## config.mk

```make
export PLATFORM = sky130hd
export DESIGN_NAME = lzwd_queue
export DESIGN_NICKNAME = d
export VERILOG_FILES = /design/src/rtl/lzwd_pkg.sv /design/src/rtl/lzwd_queue.sv
export SDC_FILE = /design/constraint.sdc
export NUM_CORES = 1
export LEC_CHECK = 0
export ABC_AREA = 1
export BUFFER_PORTS_ARGS = -buffer_cell sky130_fd_sc_hd__buf_4
export CAP_MARGIN = 25
export CORE_MARGIN = 3
export CORE_UTILIZATION = 50
export CTS_CLUSTER_DIAMETER = 80
export DETAILED_ROUTE_END_ITERATION = 7
export HOLD_SLACK_MARGIN = 0.03
export PLACE_DENSITY_LB_ADDON = 0.15
export REMOVE_ABC_BUFFERS = 1
export SETUP_SLACK_MARGIN = 0.02
export SLEW_MARGIN = 15
export SYNTH_ARGS = -nofsm -noshare
export SYNTH_HDL_FRONTEND = slang
export SYNTH_SLANG_ARGS = --single-unit
```

## constraint.sdc

```tcl
create_clock -name clk -period 1.8 [get_ports clk]
set_clock_uncertainty 0.05 [all_clocks]
set_input_delay 0.36 -clock clk [delete_from_list [all_inputs] [get_ports clk]]
set_output_delay 0.36 -clock clk [all_outputs]
set_load 0.02 [all_outputs]
```

## src/rtl/lzwd_pkg.sv

```systemverilog
// ----------------------------------------------------------------------------
// lzwd_pkg
// Shared types and constants for the fixed 9-bit LZW decoder.
// ----------------------------------------------------------------------------
package lzwd_pkg;
  localparam int OUT_LEN    = 484;
  localparam int DICT_DEPTH = 256;
  localparam int MAX_EXP    = 30;
  localparam int PW         = $clog2(OUT_LEN + 1);
  localparam int AW         = $clog2(OUT_LEN);
  localparam int DW         = $clog2(DICT_DEPTH + 1);
  localparam int DIW        = $clog2(DICT_DEPTH);
  localparam int LW         = PW;

  localparam logic [2:0] ST_RUN      = 3'd0;
  localparam logic [2:0] ST_DONE     = 3'd1;
  localparam logic [2:0] ST_OVERFLOW = 3'd2;
  localparam logic [2:0] ST_INVALID  = 3'd3;
  localparam logic [2:0] ST_PREMAT   = 3'd4;

  localparam logic [8:0] CODE_CLEAR = 9'h100;
  localparam logic [8:0] CODE_END   = 9'h101;
  localparam logic [8:0] CODE_BASE  = 9'h102;

  typedef struct packed {
    logic       has_code;
    logic [8:0] code;
    logic       last;
  } cmd_t;
endpackage

```

## src/rtl/lzwd_queue.sv

```systemverilog
// ----------------------------------------------------------------------------
// lzwd_queue
// Two-entry command queue between unpacker and decoder.
// ----------------------------------------------------------------------------
module lzwd_queue import lzwd_pkg::*; (
  input  logic clk,
  input  logic rst_n,
  input  logic push_valid,
  output logic push_ready,
  input  cmd_t push_cmd,
  output logic pop_valid,
  input  logic pop_ready,
  output cmd_t pop_cmd
);
  cmd_t       mem_r [2];
  logic       wp_r, rp_r;
  logic [1:0] cnt_r;
  logic       push, pop;

  assign push_ready = cnt_r != 2'd2;
  assign pop_valid  = cnt_r != 2'd0;
  assign pop_cmd    = mem_r[rp_r];
  assign push = push_valid && push_ready;
  assign pop  = pop_valid && pop_ready;

  always_ff @(posedge clk) begin
    if (push) mem_r[wp_r] <= push_cmd;
    if (!rst_n) begin
      wp_r <= 1'b0; rp_r <= 1'b0; cnt_r <= '0;
    end else begin
      if (push) wp_r <= ~wp_r;
      if (pop)  rp_r <= ~rp_r;
      cnt_r <= cnt_r + 2'(push) - 2'(pop);
    end
  end
endmodule

```

==> After elaboration in Yosys (flattened, before gate mapping) <==
Memory sizes are Yosys's and may differ from the RTL's. A register that Yosys moved wholly into a read port is not among the register bits.
Index checks and enable logic that the tools add are counted.
{ "totals": {"regBits": 4, "ram_bits": 22, "n_memories": 1} }
{ "classes": {"n_addsub": 2, "eq_ne": 1, "muxes": 4, "bitwise": 2, "reduce_logical": 3} }
{ "memory_table": {"columns": ["memory", "words", "word_bits", "read_ports", "rd_clocked_by_memory_dff", "wr", "line_no", "rtl"], "rows": [
  ["mem_r", 2, 11, 1, 1, 1, "lzwd_queue.sv:15", "cmd_t mem_r [2];"]
]} }
{ "ops": {"columns": ["cell", "count"], "rows": [
  ["$mux W1", 4],
  ["$add A2 B1 Y2", 1],
  ["$logic_and A1 B1 Y1", 2],
  ["$ne A2 B2 Y1 const B", 1],
  ["$not A1 Y1", 2],
  ["$reduce_bool A2 Y1", 1],
  ["$sub A2 B1 Y2", 1]
]} }

==> Depth between registers and ports, before layout <==
{ "logic_depth": {"word_depth": 4, "depth_mapped": 11} }

==> Worst setup path before layout <==
Ideal clock, no wire load.
{ "synth_path": {"path_kind": "register to register", "start": "register cnt_r[0]", "end": "memory mem_r[0][0] (netlist name), enable pin", "setup_time_ps": 378, "arrival_time_ps": 1196, "required_time_ps": 1372, "setup_slack_ps": 176, "path_stages_with_launch": 5, "n_path_buf": 0, "synth_period_minus_slack_ps": 1624, "cell_sequence": "dfxtp_1 -> inv_1 -> nand2_1 -> nand2_1 -> nor2_1"} }
{ "synth_between": {"elab_chain_len": 4} }
{ "synth_lines": {"columns": ["item", "line_no", "rtl"], "rows": [
  ["from (decl)", "lzwd_queue.sv:17", "logic [1:0] cnt_r;"],
  ["from (signal assigned)", "lzwd_queue.sv:33", "cnt_r <= cnt_r + 2'(push) - 2'(pop);"],
  ["$ne A2 B2 Y1", "lzwd_queue.sv:20", "assign push_ready = cnt_r != 2'd2;"],
  ["net push_ready", "lzwd_queue.sv:9", "output logic push_ready,"],
  ["$logic_and A1 B1 Y1", "lzwd_queue.sv:23", "assign push = push_valid && push_ready;"],
  ["$mux W1", "lzwd_queue.sv:27", "if (push) mem_r[wp_r] <= push_cmd;"],
  ["$mux W1 (implied by the code)", "lzwd_queue.sv:27", null],
  ["to (decl)", "lzwd_queue.sv:15", null]
]} }
The timed path passes the listed nets, and every way through them passes these cells.

==> flow_summary.toml <==
[timing]
fin_ws_ns = 0.08203
maxSlewViolCount = 0
slew_headroom_pct = 71.88
rsz0062_at_grt = "no"
max_freq_mhz = 582.1
post-route-period-util_pct = 95.44
setup_viol = 0
hold_viol = 0
min_period_ns = 1.718
whs_ns = 0.1757
setup_tns_ns = 0
worstMarginPinSlew_ns = 0.4213

[setup_path]
cp.required_ns = 1.39
crit_end = "pop_cmd[10]"
end_kind = "output port"
arrival_ns = 1.31
cp_max_fo = 4
critical_path.max_stage_delay_ns = 0.39
crit_chain = "buf_4, mux2_2, buf_4"
critPathKind = "reg2out"
cp-start-kind = "flop"
regToRegStartpoint = "cnt_r[0]"
r2r-end = "cnt_r[1]"
r2r_slack_ns = 0.18
crit_slowest_cell = "dfxtp_4"
crit_top_cell = "buf_4"
worst_r2r_path_depth = 10

[cells_and_area]
register_area_um2 = 764.5
fill_cells = 151
antennaDiodeCount = 0
area_growth_syn_to_layout_pct = 27.04
drive_gt1_share_pct = 45.19
final_cell_mix = "buf_4, edfxtp_1, mux2_4"
multi_input_area_um2 = 275.3
stdcell_area_um2 = 1364
nets = 122
final_common_cell = "buf_4"
final_util_pct = 68.13
final_cells = 131

[logic_synthesis]
syn_area_per_cell_um2 = 15.34
syn_inst = 70
synth-xor-area-share_pct = 0
synth.cell_area_um2 = 1074
synth_seq_cells = 27
yosys.area_share.simple_pct = 7.343
synth_top_family_by_area = "multiplexers"
synth_compound_area_share_pct = 0.9324
synth-warning-count = 0
ys_types = 11
synthAdderAreaFrac_pct = 2.331
synth-seq-area-share_pct = 70.86
synth.area.mux_share_pct = 15.03

[power]
p_leak_nw = 0.5919
clkPwrFrac_pct = 13.3
combPwrFrac_pct = 39.6
p_total_mw = 1.813
p_per_area_nw_per_um2 = 1330
switching_share_pct = 31.96
p_seq_share_pct = 47.1
vdd_drop_max_mv = 0.7828
p_int_mw = 1.234
switchingPower_mw = 0.5794

[placed_design]
io_buffer_count = 27
dp_slack_ns = 0.2027
dp_hpwl_mm = 1.369
place_inst = 126
placed_area_um2 = 1321
finalWeightedCongestion = 0.6938

[cts]
clockRootBuffer = "clkbuf_4"
cts_tree = "done"
cts_buffer_depth = 2
clkTransAtPathRegs_ns = 0.13
htree_levels = 1
worstSkewPairLatency_ns = 0.31
cts_buffers = 3
cts_sinks = 27

[drt]
wl_per_cell_um = 13.23
vias_per_cell = 4.802
drt_wl_total_mm = 1.733
first_pass_iters = 4
vias = 629
drt_iter0_markers = 5
drtAntennaViolNets = 0
drc = 0

[hold_path]
worstHoldPathType = "in2reg"

[floorplan]
pin_count = 28
rows = 16
die_h_um = 52.34
core_area_um2 = 2002
die_w_um = 52.34
start_util_pct = 53.63
die_area_um2 = 2739

[global_routing]
grt_pass1_vias = 633
gr-usage-all-layers_pct = 14.37
grt_remaining_overflow = 0
grt_antenna_before_repair = 0
grt_max_degree = 16
grt_pass1_wl_mm = 2.739

[status]
status = "finished, final reports clean"

[run]
max-cap-violations = 0
-- timing repair --
item / in CTS / in global routing
gates resized for setup: 1 / 2
hold buffers: 0 / 0
pin swaps: 0 / 0
setup endpoints to repair: 8 / 8
buffers inserted: 0 / 1
-- flip-flops by register name (all words and copies together) (netlist names), named ones only --
signal and flops:
cnt_r 2, rp_r 1, wp_r 1, mem_r 22
-- worst max-delay path, delay by kind of cell (launching register included) --
| family | cells | cell delay (ns) |
|---|---|---|
| flops | 1 | 0.39 |
| mux | 1 | 0.33 |
| buf+inv | 2 | 0.28 |
-- how the worst min path moves through the flow --
stage	startpoint	depth (start not counted)	endpoint	slack (ns)
floorplan	rst_n	2	cnt_r[0]	0.40
global placement	rp_r	2	rp_r	0.44
detailed placement	wp_r	2	wp_r	0.45
CTS	push_cmd[2]	1	mem_r[0][2]	0.17
global route	push_cmd[4]	1	mem_r[0][4]	0.15
finish	push_cmd[1]	1	mem_r[0][1]	0.18
-- final cells by class --
cell class                      count  share of cell area, %
Clock buffer                        3                  1.651
Clock inverter                      1                 0.3670
Inverter                            7                  1.927
Multi-Input combinational cell     35                  20.18
Sequential cell                    27                  56.05
Tap cell                           27                  2.477
Timing Repair Buffer               31                  17.34
-- Yosys cell counts, drive strengths merged --
cell,number,area share [%]
dfxtp,5,9.3
nor2,8,2.8
a21oi,2,0.93
mux2,11,15
ha,2,2.3
nand2,9,3.1
nand3,3,1.4
buf,1,1.0
inv,7,2.4
edfxtp,22,62
-- cells by family after synthesis --
kind of cell,Yosys count
compound gates,2
buf+inv,8
flops,27
fa+ha+maj,2
mux,11
simple gates,20
-- power by group through the flow --
stage	clock, mW	combinational (mW)	sequential, mW
after global placement	0	0.683	0.861
final	0.241	0.718	0.854
after floorplan	0	0.430	0.872
after global routing	0.278	0.784	0.865
after detailed placement	0	0.707	0.868
after CTS	0.248	0.709	0.856
-- metal layers --
metal  vias up  wire, µm  GRT usage (%)
met4         0        29          7.234
li1        310         -              -
met3         4        83          2.849
met2        17       994          26.45
met1       298       626          15.28
met5         -         0              0
(Power assumes the default switching activity.)
