**config.mk**
```make
export PLATFORM = sky130hd
export DESIGN_NAME = lzwd_unpack_flat
export DESIGN_NICKNAME = d
export VERILOG_FILES = /design/src/rtl/lzwd_pkg.sv /design/src/rtl/lzwd_if.sv /design/src/rtl/lzwd_unpack.sv /design/src/flat_wrapper.sv
export SDC_FILE = /design/constraint.sdc
export NUM_CORES = 1
export LEC_CHECK = 0
export ABC_AREA = 1
export BUFFER_PORTS_ARGS = -buffer_cell sky130_fd_sc_hd__buf_2
export CORE_MARGIN = 2
export CORE_UTILIZATION = 56
export DETAILED_ROUTE_END_ITERATION = 10
export GPL_TIMING_DRIVEN = 0
export PLACE_DENSITY = 0.79
export SYNTH_ARGS = -nofsm -noshare
export SYNTH_HDL_FRONTEND = slang
export SYNTH_SLANG_ARGS = --single-unit
```
**constraint.sdc**
```tcl
create_clock -name clk -period 1.8 [get_ports clk]
set_input_delay 0.36 -clock clk [delete_from_list [all_inputs] [get_ports clk]]
set_output_delay 0.36 -clock clk [all_outputs]
set_load 0.02 [all_outputs]
```
**src/rtl/lzwd_pkg.sv**
```systemverilog
// ----------------------------------------------------------------------------
// lzwd_pkg
// Shared types and constants for the fixed 9-bit LZW decoder.
// ----------------------------------------------------------------------------
package lzwd_pkg;
  localparam int OUT_LEN    = 484;
  localparam int DICT_DEPTH = 256;
  localparam int MAX_EXP    = 30;
  localparam int PW         = $clog2(OUT_LEN + 1);
  localparam int AW         = $clog2(OUT_LEN);
  localparam int DW         = $clog2(DICT_DEPTH + 1);
  localparam int DIW        = $clog2(DICT_DEPTH);
  localparam int LW         = PW;

  localparam logic [2:0] ST_RUN      = 3'd0;
  localparam logic [2:0] ST_DONE     = 3'd1;
  localparam logic [2:0] ST_OVERFLOW = 3'd2;
  localparam logic [2:0] ST_INVALID  = 3'd3;
  localparam logic [2:0] ST_PREMAT   = 3'd4;

  localparam logic [8:0] CODE_CLEAR = 9'h100;
  localparam logic [8:0] CODE_END   = 9'h101;
  localparam logic [8:0] CODE_BASE  = 9'h102;

  typedef struct packed {
    logic       has_code;
    logic [8:0] code;
    logic       last;
  } cmd_t;
endpackage

```
**src/rtl/lzwd_if.sv**
```systemverilog
// ----------------------------------------------------------------------------
// lzwd_in_if / lzwd_out_if
// Valid/ready channels for payload words and decoded results.
// ----------------------------------------------------------------------------
interface lzwd_in_if;
  logic       valid;
  logic       ready;
  logic [7:0] in_byte;
  logic       final_byte;
  modport source (output valid, in_byte, final_byte, input ready);
  modport sink   (input valid, in_byte, final_byte, output ready);
endinterface


```
**src/rtl/lzwd_unpack.sv**
```systemverilog
// ----------------------------------------------------------------------------
// lzwd_unpack
// Front end: gathers payload words LSB-first into 9-bit codes.
// ----------------------------------------------------------------------------
module lzwd_unpack import lzwd_pkg::*; (
  input  logic       clk,
  input  logic       rst_n,
  lzwd_in_if.sink    in_ch,
  output logic       cmd_valid,
  input  logic       cmd_ready,
  output cmd_t       cmd
);
  logic [15:0] acc_r;
  logic [4:0]  held_r;
  logic [15:0] merged;
  logic [4:0]  held8;

  assign in_ch.ready = cmd_ready;
  assign cmd_valid   = in_ch.valid;
  assign held8       = held_r + 5'd8;
  assign merged      = acc_r | (16'(in_ch.in_byte) << held_r[3:0]);
  assign cmd.has_code = held8 >= 5'd9;
  assign cmd.code     = merged[8:0];
  assign cmd.last     = in_ch.final_byte;

  always_ff @(posedge clk) begin
    if (!rst_n) begin
      acc_r  <= '0;
      held_r <= '0;
    end else if (in_ch.valid && cmd_ready) begin
      if (in_ch.final_byte) begin
        acc_r  <= '0;
        held_r <= '0;
      end else if (cmd.has_code) begin
        acc_r  <= merged >> 9;
        held_r <= held8 - 5'd9;
      end else begin
        acc_r  <= merged;
        held_r <= held8;
      end
    end
  end
endmodule

```
**src/flat_wrapper.sv**
```systemverilog
// flat-port wrapper written by rule: the top's interface ports become plain ports
module lzwd_unpack_flat import lzwd_pkg::*;
  (clk, rst_n, cmd_valid, cmd_ready, cmd, in_ch_valid, in_ch_in_byte, in_ch_final_byte, in_ch_ready);
  lzwd_in_if in_ch_i ();
  input  logic clk;
  input  logic rst_n;
  output logic cmd_valid;
  input  logic cmd_ready;
  output cmd_t cmd;
  input wire logic [$bits(in_ch_i.valid)-1:0] in_ch_valid;
  input wire logic [$bits(in_ch_i.in_byte)-1:0] in_ch_in_byte;
  input wire logic [$bits(in_ch_i.final_byte)-1:0] in_ch_final_byte;
  output wire logic [$bits(in_ch_i.ready)-1:0] in_ch_ready;
  assign in_ch_i.valid = in_ch_valid;
  assign in_ch_i.in_byte = in_ch_in_byte;
  assign in_ch_i.final_byte = in_ch_final_byte;
  assign in_ch_ready = in_ch_i.ready;
  lzwd_unpack u_core (.clk(clk), .rst_n(rst_n), .in_ch(in_ch_i), .cmd_valid(cmd_valid), .cmd_ready(cmd_ready), .cmd(cmd));
endmodule
```
# Word-level counts from Yosys, hierarchy flattened
# Index checks and enable logic that the tools add are counted.
dict set report classes {
  n_addsub 2
  order_cmp 1
  shift 1
  n_mux 4
  n_bitwise 1
  n_reduce_logical 1
}
# cell count
set ops {}
lappend ops {{two-way mux 16 bit} 2}
lappend ops {{OR 16 bit} 1}
lappend ops {{left shift 8 x 4 -> 16 bit} 1}
lappend ops {{two-way mux 5 bit} 2}
lappend ops {{adder 5 x 4 -> 5 bit (second input constant)} 1}
lappend ops {{greater-or-equal comparator 5 x 4 -> 1 bit (second input constant)} 1}
lappend ops {{subtractor 5 x 4 -> 5 bit (second input constant)} 1}
lappend ops {{logical AND 1 bit} 1}
dict set report word_totals {
  reg_bits 21
  input_bits 13
}

# Logic depth before layout (Yosys ltp)
# Gate-level depths: netlist of run 1.
dict set report depth {
  depth_word 4
  mapped_depth 10
  mapped_depth_nobuf 9
}

# Worst setup path before layout of run 1
# No wires, ideal clock.
dict set report synth_path {
  kind {reg2reg}
  startpoint {register u_core.held_r[3]}
  endpoint {register u_core.acc_r[12]}
  arrival_ps 1656
  t_required_ps 1727
  setup_slack_ps 71
  stages_incl_launch_ff 8
  cell_sequence {dfxtp_1 inv_1 ha_1 inv_1 nand3_4 o21ai_4 nand2_4 nor3b_2}
}
# item line
set synth_lines {}
lappend synth_lines {{start: declaration} lzwd_unpack.sv:14} ;# logic [4:0] held_r;
lappend synth_lines {{start signal: assignment} lzwd_unpack.sv:36} ;# held_r <= held8 - 5'd9;
lappend synth_lines {{start signal: assignment} lzwd_unpack.sv:39} ;# held_r <= held8;
lappend synth_lines {{end signal: assignment} lzwd_unpack.sv:35} ;# acc_r <= merged >> 9;
lappend synth_lines {{end signal: assignment} lzwd_unpack.sv:38} ;# acc_r <= merged;
lappend synth_lines {{end: declaration} lzwd_unpack.sv:13} ;# logic [15:0] acc_r;

==> metrics.md, run 1 <==
| Metric | Value |
|---|---|
| RSZ-0062 raised after global routing | yes |
| Pin count of the biggest net entering global routing | 13 |
| First drt pass iteration count | 7 |
| Number of global-route vias before repair | 1642 |
| Synth warn | 0 |
| HP Start | rst_n |
| Worst hold path class | in2reg |
| Final #Nets | 309 |
| Slack of the critical path | -0.176 ns |
| Sink Count | 21 |
| Post-DP HPWL | 3010 um |
| FF+latch count, synth | 21 |
| Kind of end point of the critical path | output port |
| Number of flops mapped to enable cells by yosys | 0 |
| Synth Flop Type | dfxtp_1 |
| Die area | 0.00320 mm^2 |
| Fraction of layout instances using a drive strength above 1 | 0.390 |
| Sequential area share after synthesis | 0.272 |
| CTS H-tree lvls | 1 |
| Final antenna-violating net count | 0 |
| Distinct cells, synth | 29 |
| Worst r2r src | u_core.held_r[0]$_SDFFE_PN0P_ |
| Synthesized area | 0.00155 mm^2 |
| Die height | 56.6 um |
| Worst Path Class, Setup | reg2out |
| Worst EP required | 1.44 ns |
| Final Skew | 0.00436 ns |
| Hold Path Cell Cnt | 3 |
| Setup crit start kind | flop |
| Clock Path Buffers | 2 |
| Post-synth ARST share | 0 |
| Global Route Usage Sum | 0.302 |
| Row Count | 19 |
| Static Leak | 1.01 nW |
| Worst Path Arrival | 1.62 ns |
| Fmax achieved | 0.506 GHz |
| TritonCTS clock tree | built |
| Detailed Route Iter0 Violations | 220 |
| Top cell type's share of synthesized area | 0.272 |
| Diodes inserted | 0 |
| P&R area growth vs syn | 43.9% |
| Final wirelength | 5200 um |
| Maxcap violations | 0 |
| Routed len/inst | 16.1 um |
| Synth Instances | 238 |
| Fin. max-slew vios | 0 |
| Worst slew margin | 0.705 |
| RR Endpoint | u_core.acc_r[8]$_SDFFE_PN0P_ |
| Slew @ Worst Pin | 0.443 ns |
| TritonCTS Buffers | 3 |
| Via count | 1905 |
| Dpl cells | 294 |
| R2R Setup Slk | -0.06 ns |
| Non-filler cells, final | 323 |
| Worst-path fanout max | 5 |
| Hold EP | u_core.held_r[0]$_SDFFE_PN0P_ |
| Clock transition at the registers of the reported paths | 0.12 ns |
| Drt drc | 0 |
| Ranking of synthesized cells by area | dfxtp_1 27%, nand2_1 16%, nand3_1 12%, inv_1 6.1%, a21oi_1 5.8% |
| Initial core utilization | 0.576 |
| Total chip power | 0.00139 W |
| Status | finished with violations |
| Tmin final | 1.98 ns |
| Clk_lat worst skew | 0.31 ns |
| I/O pin count | 26 |
| GPL Wtd Cong | 0.932 |
| Core ar. | 0.00269 mm^2 |
| Failing checks | negative setup slack |
| Final hold violation count | 0 |
| Period utilization | 1.10 |
| Initial antenna violation count | 0 |
| First-pass GRT wire length | 7520 um |
| Hold Buf Count CTS | 0 |
| VDD IR-drop max | 0.625 mV |
| Vias per inst | 5.90 |
| Top cell type by total area after synthesis | dfxtp_1 |
| Syn_nets | 254 |
| PortBufs | 25 |
| Total grt overflow | 0 |
| Syn avg cell area | 6.50 um^2 |
| Die X | 56.6 um |
| R2R cell count | 13 |
| Clock root cell | clkbuf_4 |
| Final setup viols | 11 |
| Power density over cell area | 623 mW/mm^2 |
## cell usage after synthesis (2+ instances only)
library cell and count:
nand3_1 37, nor2_1 18, nand2_4 3, nand2_1 65, buf_6 2, a21oi_1 18
buf_4 6, buf_2 2, dfxtp_1 21, o21ai_1 3, nand4_1 4, ha_1 3
o21ai_0 10, clkinv_1 2, inv_2 2, nor3b_2 4, inv_1 25, a31oi_1 2
## power breakdown
group | switching [W] | internal [W] | total [W]
logic | 0.000381 | 0.000279 | 0.000660
registers | 0.0000110 | 0.000480 | 0.000491
clock network | 0.000153 | 0.0000829 | 0.000236
total | 0.000545 | 0.000842 | 0.00139
## critical path: stages (launching register included)
cell and delay [ns]:
dfxtp_4 0.39, nor2_1 0.36, nand2_1 0.12, nand3_2 0.13, nand3_2 0.09, nand2_1 0.08, buf_4 0.14
## cells by family (layout without fill, tap and decap cells)
group	Yosys count	count (layout)	synth area share
AND/OR/NAND/NOR	137	137	0.438
buffers and inverters	40	93	0.123
XOR/XNOR	1	1	0.00566
adder cells (fa/ha/maj)	3	3	0.0243
AO/OA/AOI/OAI	36	37	0.138
flip-flops	21	21	0.272
## flip-flops by register name, indices dropped and copies added (netlist names)
| name | count |
|---|---|
| u_core.held_r | 5 |
| u_core.acc_r | 16 |
## per-stage QoR
| stage | util | area (um^2) | TNS (ns) | setup slack [ns] | hold WS [ns] |
|---|---|---|---|---|---|
| 2_1_floorplan | - | 1550 | 0 | 0.0712 | 0.445 |
| 3_3_place_gp | 0.637 | 1710 | -1.66 | -0.122 | 0.456 |
| 3_5_place_dp | 0.637 | 1710 | -1.62 | -0.129 | 0.483 |
| 4_1_cts | 0.785 | 2110 | -0.461 | -0.0984 | 0.316 |
| 5_1_grt | 0.829 | 2230 | -1.84 | -0.235 | 0.345 |
| 6_report | 0.829 | 2230 | -0.870 | -0.176 | 0.319 |
## placed cells by master (no fill, tap or decap), types with 6 or more instances in the layout
| master | Yosys | routed |
|---|---|---|
| a21oi_1 | 18 | 16 |
| buf_2 | 2 | 15 |
| nor2_1 | 18 | 18 |
| inv_1 | 25 | 23 |
| buf_6 | 2 | 11 |
| nand3_1 | 37 | 25 |
| dfxtp_1 | 21 | 18 |
| buf_4 | 6 | 29 |
| nand3_2 | 0 | 9 |
| nand2_1 | 65 | 53 |
| o21ai_0 | 10 | 8 |
| nand2_2 | 1 | 9 |
| nand2_4 | 3 | 6 |
## routing by layer
metal  up-vias  global-route usage  wire (um)
li1        886                   -          -
met1       881               0.396       2130
met2       114               0.492       2590
met3        24              0.0369        317
met4         0               0.136        164
met5         -                   0          0
## final cells by class
class | instances | area, um^2
Multi-Input combinational cell | 178 | 1110
Fill cell | 177 | 460
Sequential cell | 21 | 429
Timing Repair Buffer | 49 | 387
Inverter | 29 | 125
Buffer | 11 | 109
Tap cell | 31 | 38.8
Clock buffer | 3 | 22.5
Clock inverter | 1 | 5.00
## repair_timing
action | CTS | global route
hold endpoints to repair | 0 | 0
buffers inserted | 20 | 3
resized for setup | 59 | 18
cloned | 2 | 1
pin swaps | 9 | 6
endpoints found under the setup margin | 26 | 17
## worst max-delay path by stage
stage	startpoint	to	slack [ns]	depth (start not counted)
floorplan	u_core.held_r[3]$_SDFFE_PN0P_	u_core.acc_r[12]$_SDFFE_PN0P_	0.07	7
global placement	u_core.held_r[3]$_SDFFE_PN0P_	u_core.acc_r[6]$_SDFFE_PN0P_	-0.12	7
detailed placement	u_core.held_r[3]$_SDFFE_PN0P_	u_core.acc_r[12]$_SDFFE_PN0P_	-0.13	7
CTS	u_core.held_r[0]$_SDFFE_PN0P_	cmd[8]	-0.1	9
global route	u_core.held_r[0]$_SDFFE_PN0P_	cmd[7]	-0.23	6
finish	u_core.held_r[0]$_SDFFE_PN0P_	cmd[7]	-0.18	6
No activity file was read; power rests on OpenSTA's default activity.
==> inputs of run 2 (changes only) <==
--- a/config.mk
+++ b/config.mk
@@ -12,6 +12,8 @@
 export DETAILED_ROUTE_END_ITERATION = 10
 export GPL_TIMING_DRIVEN = 0
 export PLACE_DENSITY = 0.79
+export REMOVE_ABC_BUFFERS = 1
+export SETUP_SLACK_MARGIN = 0.5
 export SYNTH_ARGS = -nofsm -noshare
 export SYNTH_HDL_FRONTEND = slang
 export SYNTH_SLANG_ARGS = --single-unit
==> metrics.md, run 2 <==
| Metric | Value |
|---|---|
| Dpl cells | 283 (-3.7%) |
| Synth Area in Compound Gates | 0.138 (unchanged) |
| Mux cell area share after synthesis | 0 (unchanged) |
| Post-synth ARST share | 0 (unchanged) |
| I/O pin count | 26 (unchanged) |
| Hold Buf Count CTS | 0 (unchanged) |
| Total grt overflow | 120 |
| Top cell type's share of synthesized area | 0.272 (unchanged) |
| Die height | 56.6 um (unchanged) |
| Synth Flop Type | dfxtp_1 |
| Number of flops mapped to enable cells by yosys | 0 (unchanged) |
| GPL Wtd Cong | 0.961 (+3.1%) |
| Pin count of the biggest net entering global routing | 20 |
| Most frequent cell after synthesis | nand2_1 |
| Last stage | global routing |
| Global Route Usage Sum | 0.799 |
| TritonCTS Buffers | 3 (unchanged) |
| Error message | [ERROR GRT-0232] Routing congestion too high. Check the congestion heatmap in the GUI. |
| Synthesized area | 0.00155 mm^2 (unchanged) |
| Placed cell area | 0.00163 mm^2 (-4.8%) |
| Adder-Cell Fraction of Synth Area | 0.0243 (unchanged) |
| Synth warn | 0 (unchanged) |
| Post-DP HPWL | 2610 um (-13%) |
| Clock root cell | clkbuf_4 |
| Synth Instances | 238 (unchanged) |
| Status | did not finish |
| Clock Path Buffers | 2 (unchanged) |
| Sequential area share after synthesis | 0.272 (unchanged) |
| CTS H-tree lvls | 1 (unchanged) |
| Syn avg cell area | 6.50 um^2 (unchanged) |
| Ranking of synthesized cells by area | dfxtp_1 27%, nand2_1 16%, nand3_1 12%, inv_1 6.1%, a21oi_1 5.8% |
| Setup slack at placement | -0.548 ns (-0.418 ns) |
| Initial core utilization | 0.576 (unchanged) |
| Distinct cells, synth | 29 (unchanged) |
| Xor and xnor fraction of the mapped netlist area | 0.00566 (unchanged) |
| Row Count | 19 (unchanged) |
| Sink Count | 21 (unchanged) |
| GRT worst endpoint | cmd[8] |
| FF+latch count, synth | 21 (unchanged) |
| Worst endpoint type | output port |
| Largest family of logic cells by synthesized area | simple AND/OR/NAND/NOR gates |
| PortBufs | 25 (unchanged) |
| Top cell type by total area after synthesis | dfxtp_1 |
| Synth Area in Simple Gates | 0.438 (unchanged) |
| Die X | 56.6 um (unchanged) |
| Commonest cells in the netlist | 65 x nand2_1, 37 x nand3_1, 25 x inv_1 |
==> run 2: cell counts after synthesis <==
No cell type changed its count.
==> run 2: cell families after synthesis <==
| group | count (synthesis) |
|---|---|
| adders and majority gates | 3 |
| AOI/OAI and AO/OA | 36 |
| buffers and inverters | 40 |
| DFF | 21 |
| and+or+nand+nor | 137 |
| xor gates and xnor gates | 1 |
==> run 2: routing by layer <==
metal,GRT overflow,global-route usage
met5,0,0
met4,38,0.935
met3,1,0.472
met2,81,1.05
met1,0,0.788
==> run 2: what timing repair did <==
action,CTS
setup endpoints to repair,31
gates cloned,3
buffers inserted,31
pin swaps,32
resized for setup,124
==> run 2: through the flow <==
step           setup TNS (ns)   util
3_3_place_gp           -10.46  0.606
2_1_floorplan           -1.06      -
3_5_place_dp           -10.92  0.606
4_1_cts                -0.233  0.893
==> inputs of run 3 (changes only) <==
--- a/config.mk
+++ b/config.mk
@@ -8,12 +8,11 @@
 export ABC_AREA = 1
 export BUFFER_PORTS_ARGS = -buffer_cell sky130_fd_sc_hd__buf_2
 export CORE_MARGIN = 2
-export CORE_UTILIZATION = 56
+export CORE_UTILIZATION = 40
 export DETAILED_ROUTE_END_ITERATION = 10
 export GPL_TIMING_DRIVEN = 0
-export PLACE_DENSITY = 0.79
+export PLACE_DENSITY_LB_ADDON = 0.15
 export REMOVE_ABC_BUFFERS = 1
-export SETUP_SLACK_MARGIN = 0.5
 export SYNTH_ARGS = -nofsm -noshare
 export SYNTH_HDL_FRONTEND = slang
 export SYNTH_SLANG_ARGS = --single-unit
==> metrics.md, run 3 (same netlist as run 1, synthesis figures left out) <==
| Metric | Value |
|---|---|
| Status | finished with violations |
| Failing checks | negative setup slack |
| Worst-path fanout max | 11 |
| TritonCTS Buffers | 3 (unchanged) |
| First drt pass iteration count | 5 |
| M1 wire length | 2200 um |
| Slack of the critical path | -0.0355 ns |
| Largest registers | u_core.acc_r (16), u_core.held_r (5) |
| Die X | 66.2 um (+17%) |
| Fraction of layout instances using a drive strength above 1 | 0.404 |
| R2R Setup Slk | 0.13 ns |
| Vias per inst | 5.23 |
| Static Leak | 0.962 nW |
| TritonCTS clock tree | built |
| CTS H-tree lvls | 1 (unchanged) |
| Slew @ Worst Pin | 0.555 ns |
| Clock Path Buffers | 2 (unchanged) |
| Hold Path Cell Cnt | 3 |
| R2R cell count | 7 |
| Tmin final | 1.84 ns |
| Clock root cell | clkbuf_8 |
| Worst slew margin | 0.628 |
| Worst Setup EP | cmd[3] |
| Reg with most FFs | u_core.acc_r |
| Final hold violation count | 0 |
| P&R area growth vs syn | 37.3% |
| Drt drc | 0 |
| Sink Count | 21 (unchanged) |
| Worst Path Arrival | 1.48 ns |
| Clk_lat worst skew | 0.26 ns |
| Period utilization | 1.02 |
| Final #Nets | 292 |
| Worst hold path class | in2reg |
| Row Count | 22 (+3) |
| First-pass GRT wire length | 6580 um |
| Clock transition at the registers of the reported paths | 0.08 ns |
| Worst r2r src | u_core.held_r[3]$_SDFFE_PN0P_ |
| Die height | 66.2 um (+17%) |
| Met2 wire length | 1980 um |
| Layout Utilization | 0.576 |
| Kind of end point of the critical path | output port |
| Max layer used | met4 |
| Number of global-route vias before repair | 1387 |
| Final setup viols | 4 |
| Core ar. | 0.00369 mm^2 |
| Total grt overflow | 0 |
| I/O pin count | 26 (unchanged) |
| RSZ-0062 raised after global routing | yes |
| Worst EP required | 1.44 ns |
| Maxcap violations | 0 |
| Worst Path Class, Setup | reg2out |
| Final Skew | 0.000920 ns |
| Routed len/inst | 14.0 um |
| Worst Setup SP | u_core.held_r[0]$_SDFFE_PN0P_ |
| Commonest non-fill, non-tap cell in the layout | nand2_1 |
| Initial antenna violation count | 0 |
| Diodes inserted | 0 |
| HP Start | rst_n |
| GPL Wtd Cong | 0.846 (-12%) |
| Met3 wire len | 283 um |
| Initial core utilization | 0.419 (-0.156) |
| Setup crit start kind | flop |
| Power density over cell area | 661 mW/mm^2 |
| Final wirelength | 4530 um |
| Final antenna-violating net count | 0 |
| RR Endpoint | u_core.acc_r[0]$_SDFFE_PN0P_ |
| Total chip power | 0.00140 W |
| PortBufs | 25 (unchanged) |
| Via count | 1688 |
| Die area | 0.00438 mm^2 |
| VDD IR-drop max | 0.352 mV |
| Pin count of the biggest net entering global routing | 20 |
| Post-DP HPWL | 2860 um (+9.4%) |
| Commonest cells after routing, fill and taps aside | 47 x nand2_1, 22 x inv_1, 20 x nand3_1, 18 x buf_2, 18 x buf_4 |
| Detailed Route Iter0 Violations | 121 |
| Fmax achieved | 0.545 GHz |
| Fin. max-slew vios | 0 |
| Number of flip-flops in the largest register | 16 |
| Global Route Usage Sum | 0.199 |
==> run 3: metal layers <==
metal	track usage	vias up
li1	-	856
met1	0.294	773
met2	0.290	51
met3	0.0273	8
met4	0.0714	0
met5	0	-
==> run 3: worst min-delay path by stage <==
stage,end
final,u_core.held_r[0]$_SDFFE_PN0P_
after global routing,u_core.held_r[0]$_SDFFE_PN0P_
after CTS,u_core.held_r[0]$_SDFFE_PN0P_
after detailed placement,u_core.held_r[4]$_SDFFE_PN0P_
after global placement,u_core.held_r[4]$_SDFFE_PN0P_
after floorplan,u_core.held_r[4]$_SDFFE_PN0P_
==> run 3: power by group <==
group / switching [W] / internal (W) / total [W] / leakage [nW]
sequential: 0.0000152 / 0.000479 / 0.000494 / 0.173
clock: 0.000159 / 0.000158 / 0.000317 / 0.0228
combinational: 0.000355 / 0.000238 / 0.000593 / 0.766
total: 0.000529 / 0.000875 / 0.00140 / 0.962
==> run 3: stage by stage <==
stage / hold slack [ns] / setup slack (ns) / instance area, um^2 / setup TNS [ns] / std cells
floorplan: 0.445 / -0.128 / 1470 / -1.06 / 227
finish: 0.369 / -0.0355 / 2120 / -0.0682 / 323
global placement: 0.459 / -0.552 / 1650 / -11.50 / 300
global route: 0.410 / -0.0839 / 2120 / -0.360 / 323
detailed placement: 0.459 / -0.565 / 1650 / -11.66 / 300
CTS: 0.365 / -0.0751 / 1870 / -0.164 / 315
==> run 3: final cells by class <==
cell class | instances | area [um^2]
Multi-Input combinational cell | 177 | 1140
Timing Repair Buffer | 44 | 315
Clock buffer | 4 | 45.0
Fill cell | 358 | 1570
Sequential cell | 21 | 435
Inverter | 29 | 129
Tap cell | 48 | 60.1
==> run 3: repair_timing <==
action | in CTS | in global routing
setup endpoints to repair | 31 | 11
buffers inserted | 11 | 8
gates cloned | 0 | 0
pin swaps | 5 | 16
gates resized for setup | 31 | 52
hold buffers | 0 | 0
endpoints found under the hold margin | 0 | 0
==> run 3: critical path: stages (launching register included) <==
cell and delay, ns:
dfxtp_4 0.40, inv_8 0.12, nand2_1 0.08, nand3_1 0.12, nand3_2 0.12, o21ai_2 0.20
buf_4 0.17
==> inputs of run 4 (changes only) <==
==> constraint.sdc (replaced) <==
create_clock -name clk -period 1.9 [get_ports clk]
set_input_delay 0.38 -clock clk [delete_from_list [all_inputs] [get_ports clk]]
set_output_delay 0.38 -clock clk [all_outputs]
set_load 0.02 [all_outputs]
==> metrics.md, run 4 (same netlist as run 1, synthesis figures left out) <==
| Metric | Value |
|---|---|
| Slack of the critical path | 0.0369 ns (+0.0723 ns) |
| Tmin final | 1.86 ns |
| Via count | 1616 (-4.3%) |
| Worst slew margin | 0.635 (+0.00724) |
| Die X | 66.2 um (unchanged) |
| CTS H-tree lvls | 1 (unchanged) |
| Total grt overflow | 0 (unchanged) |
| Non-filler cells, final | 315 (-2.5%) |
| First drt pass iteration count | 4 (-1) |
| Period utilization | 0.981 |
| Max incr delay on CP | 0.39 ns (about the same) |
| Reg with most FFs | u_core.acc_r |
| Clock Path Buffers | 2 (unchanged) |
| Power density over cell area | 648 mW/mm^2 (-2.0%) |
| Final hold violation count | 0 (unchanged) |
| Layout Utilization | 0.522 (-0.0536) |
| Worst EP required | 1.52 ns (+0.08 ns) |
| Cell family with most CP delay | flip-flops |
| Setup TNS | 0 ns (+0.0682 ns) |
| R2R cell count | 7 (unchanged) |
| Commonest non-fill, non-tap cell in the layout | nand2_1 |
| Final #Nets | 284 (-2.7%) |
| Diodes inserted | 0 (unchanged) |
| Setup slack at placement | -0.465 ns (+0.100 ns) |
| Drt drc | 0 (unchanged) |
| Clock transition at the registers of the reported paths | 0.08 ns (about the same) |
| Cells along the critical path | buf_6 -> nand2_2 -> nand3_2 -> nand3_2 -> nand2_2 -> a21oi_2 -> inv_1 -> buf_2 |
| Worst-path fanout max | 8 (-3) |
| Sink Count | 21 (unchanged) |
| Worst path depth | 8 (+2) |
| Status | complete, no violations |
| Number of flip-flops in the largest register | 16 (unchanged) |
| RR Endpoint | u_core.acc_r[3]$_SDFFE_PN0P_ |
| Largest registers | u_core.acc_r (16), u_core.held_r (5) |
| Detailed Route Iter0 Violations | 128 (+5.8%) |
| Commonest cells after routing, fill and taps aside | 53 x nand2_1, 28 x nand3_1, 22 x inv_1, 21 x buf_2 |
| Row Count | 22 (unchanged) |
| Psw | 0.000469 W (-11%) |
| Final antenna-violating net count | 0 (unchanged) |
| R2R Setup Slk | 0.26 ns (+0.13 ns) |
| Clk_lat worst skew | 0.26 ns (about the same) |
| Final Skew | 0.000806 ns (-0.000114 ns) |
| Slew @ Worst Pin | 0.544 ns (-0.0108 ns) |
| Static Leak | 0.857 nW (-11%) |
| Worst Path Arrival | 1.48 ns (about the same) |
| Number of global-route vias before repair | 1349 (-2.7%) |
| Buf/Inv on CP | 3 (+1) |
| Pin count of the biggest net entering global routing | 20 (unchanged) |
| Fin. max-slew vios | 0 (unchanged) |
| Sw Ratio | 0.376 (-0.000787) |
| P&R area growth vs syn | 24.5% |
| GPL Wtd Cong | 0.846 (unchanged) |
| Worst r2r src | u_core.held_r[3]$_SDFFE_PN0P_ |
| First-pass GRT wire length | 6490 um (-1.3%) |
| Worst Setup EP | cmd[8] |
| I/O pin count | 26 (unchanged) |
| Worst hold path class | in2reg |
| Worst Path Class, Setup | reg2out |
| Setup crit start kind | flop |
| TritonCTS clock tree | built |
| Core ar. | 0.00369 mm^2 (unchanged) |
| Fmax achieved | 0.537 GHz |
| Die area | 0.00438 mm^2 (unchanged) |
| Slowest cell on the critical path | dfxtp_4 |
| Worst Setup SP | u_core.held_r[0]$_SDFFE_PN0P_ |
| Int Power | 0.000778 W (-11%) |
| Final setup viols | 0 (-4) |
| Kind of end point of the critical path | output port |
| Clk pwr share | 0.240 (+0.014) |
| PortBufs | 25 (unchanged) |
| Clock root cell | clkbuf_8 |
| VDD IR-drop max | 0.311 mV (-12%) |
| Final wirelength | 4230 um (-6.7%) |
| TritonCTS Buffers | 3 (unchanged) |
| Vias per inst | 5.13 (-1.8%) |
| Global Route Usage Sum | 0.197 (-0.00142) |
| Comb power frac | 0.385 (-0.037) |
| Maxcap violations | 0 (unchanged) |
| Dpl cells | 300 (unchanged) |
| Fraction of layout instances using a drive strength above 1 | 0.330 (-0.0740) |
| Seq pwr share | 0.376 (+0.024) |
| Fillers | 373 (+4.2%) |
| Routed len/inst | 13.4 um (-4.4%) |
| Initial antenna violation count | 0 (unchanged) |
| Die height | 66.2 um (unchanged) |
| Initial core utilization | 0.419 (unchanged) |
| RSZ-0062 raised after global routing | yes |
| Post-DP HPWL | 2860 um (unchanged) |
## run 4: cell types whose count changed in the layout (fill, tap and decap cells not counted), moves of 2 or more
cell     before  now
buf_2        18   21
buf_4        18   12
buf_6         8    3
nand2_1      47   53
nand2_4       9    3
nand3_1      20   28
nand3_2      15    9
nand3_4       3    1
## run 4: power by group through the flow
stage / Combinational (W) / Clock (W) / Sequential, W
after detailed placement: 0.000383 / 0 / 0.000493
after floorplan: 0.000269 / 0 / 0.000485
final: 0.000480 / 0.000299 / 0.000468
after CTS: 0.000436 / 0.000310 / 0.000467
after global placement: 0.000384 / 0 / 0.000492
after global routing: 0.000522 / 0.000328 / 0.000470
## run 4: worst min path at each step
stage	endpoint	slack [ns]	startpoint	cells past startpoint
CTS	u_core.held_r[0]$_SDFFE_PN0P_	0.38	rst_n	3
global route	u_core.held_r[0]$_SDFFE_PN0P_	0.43	rst_n	3
finish	u_core.held_r[0]$_SDFFE_PN0P_	0.39	rst_n	3
floorplan	u_core.held_r[4]$_SDFFE_PN0P_	0.45	u_core.held_r[4]$_SDFFE_PN0P_	2
global placement	u_core.held_r[4]$_SDFFE_PN0P_	0.46	u_core.held_r[4]$_SDFFE_PN0P_	2
detailed placement	u_core.held_r[4]$_SDFFE_PN0P_	0.46	u_core.held_r[4]$_SDFFE_PN0P_	2
## run 4: final cells by class
type,instances,area [um^2],share of cell area
multi-input cells,177,1030,0.535
flip-flops and latches,21,435,0.226
repair buffers,36,229,0.119
inverters,29,126,0.0656
well taps,48,60.1,0.0312
clock buffers,4,45.0,0.0234
## run 4: stage by stage
| step | cell area, um^2 | total power [W] | hold slack (ns) |
|---|---|---|---|
| after floorplan | 1470 | 0.000754 | 0.445 |
| after global placement | 1650 | 0.000876 | 0.459 |
| after detailed placement | 1650 | 0.000876 | 0.459 |
| after CTS | 1810 | 0.00121 | 0.385 |
| after global routing | 1930 | 0.00132 | 0.430 |
| final | 1930 | 0.00125 | 0.389 |
## run 4: tightest hold or removal path: stages
cell	delay, ns
buf_2	0.13
o21ai_0	0.07
nor2_1	0.04
## run 4: metal layers
layer,GRT usage,part of all wire
met1,0.294,0.51
met2,0.285,0.42
met3,0.0273,0.057
met4,0.0714,0.015
met5,0,0
## run 4: what timing repair did
| action | 4_1_cts | 5_1_grt |
|---|---|---|
| pin swaps | 2 | 6 |
| resized for setup | 20 | 29 |
| hold buffers | 0 | 0 |
| buffers inserted | 8 | 3 |
| setup endpoints to repair | 31 | 7 |
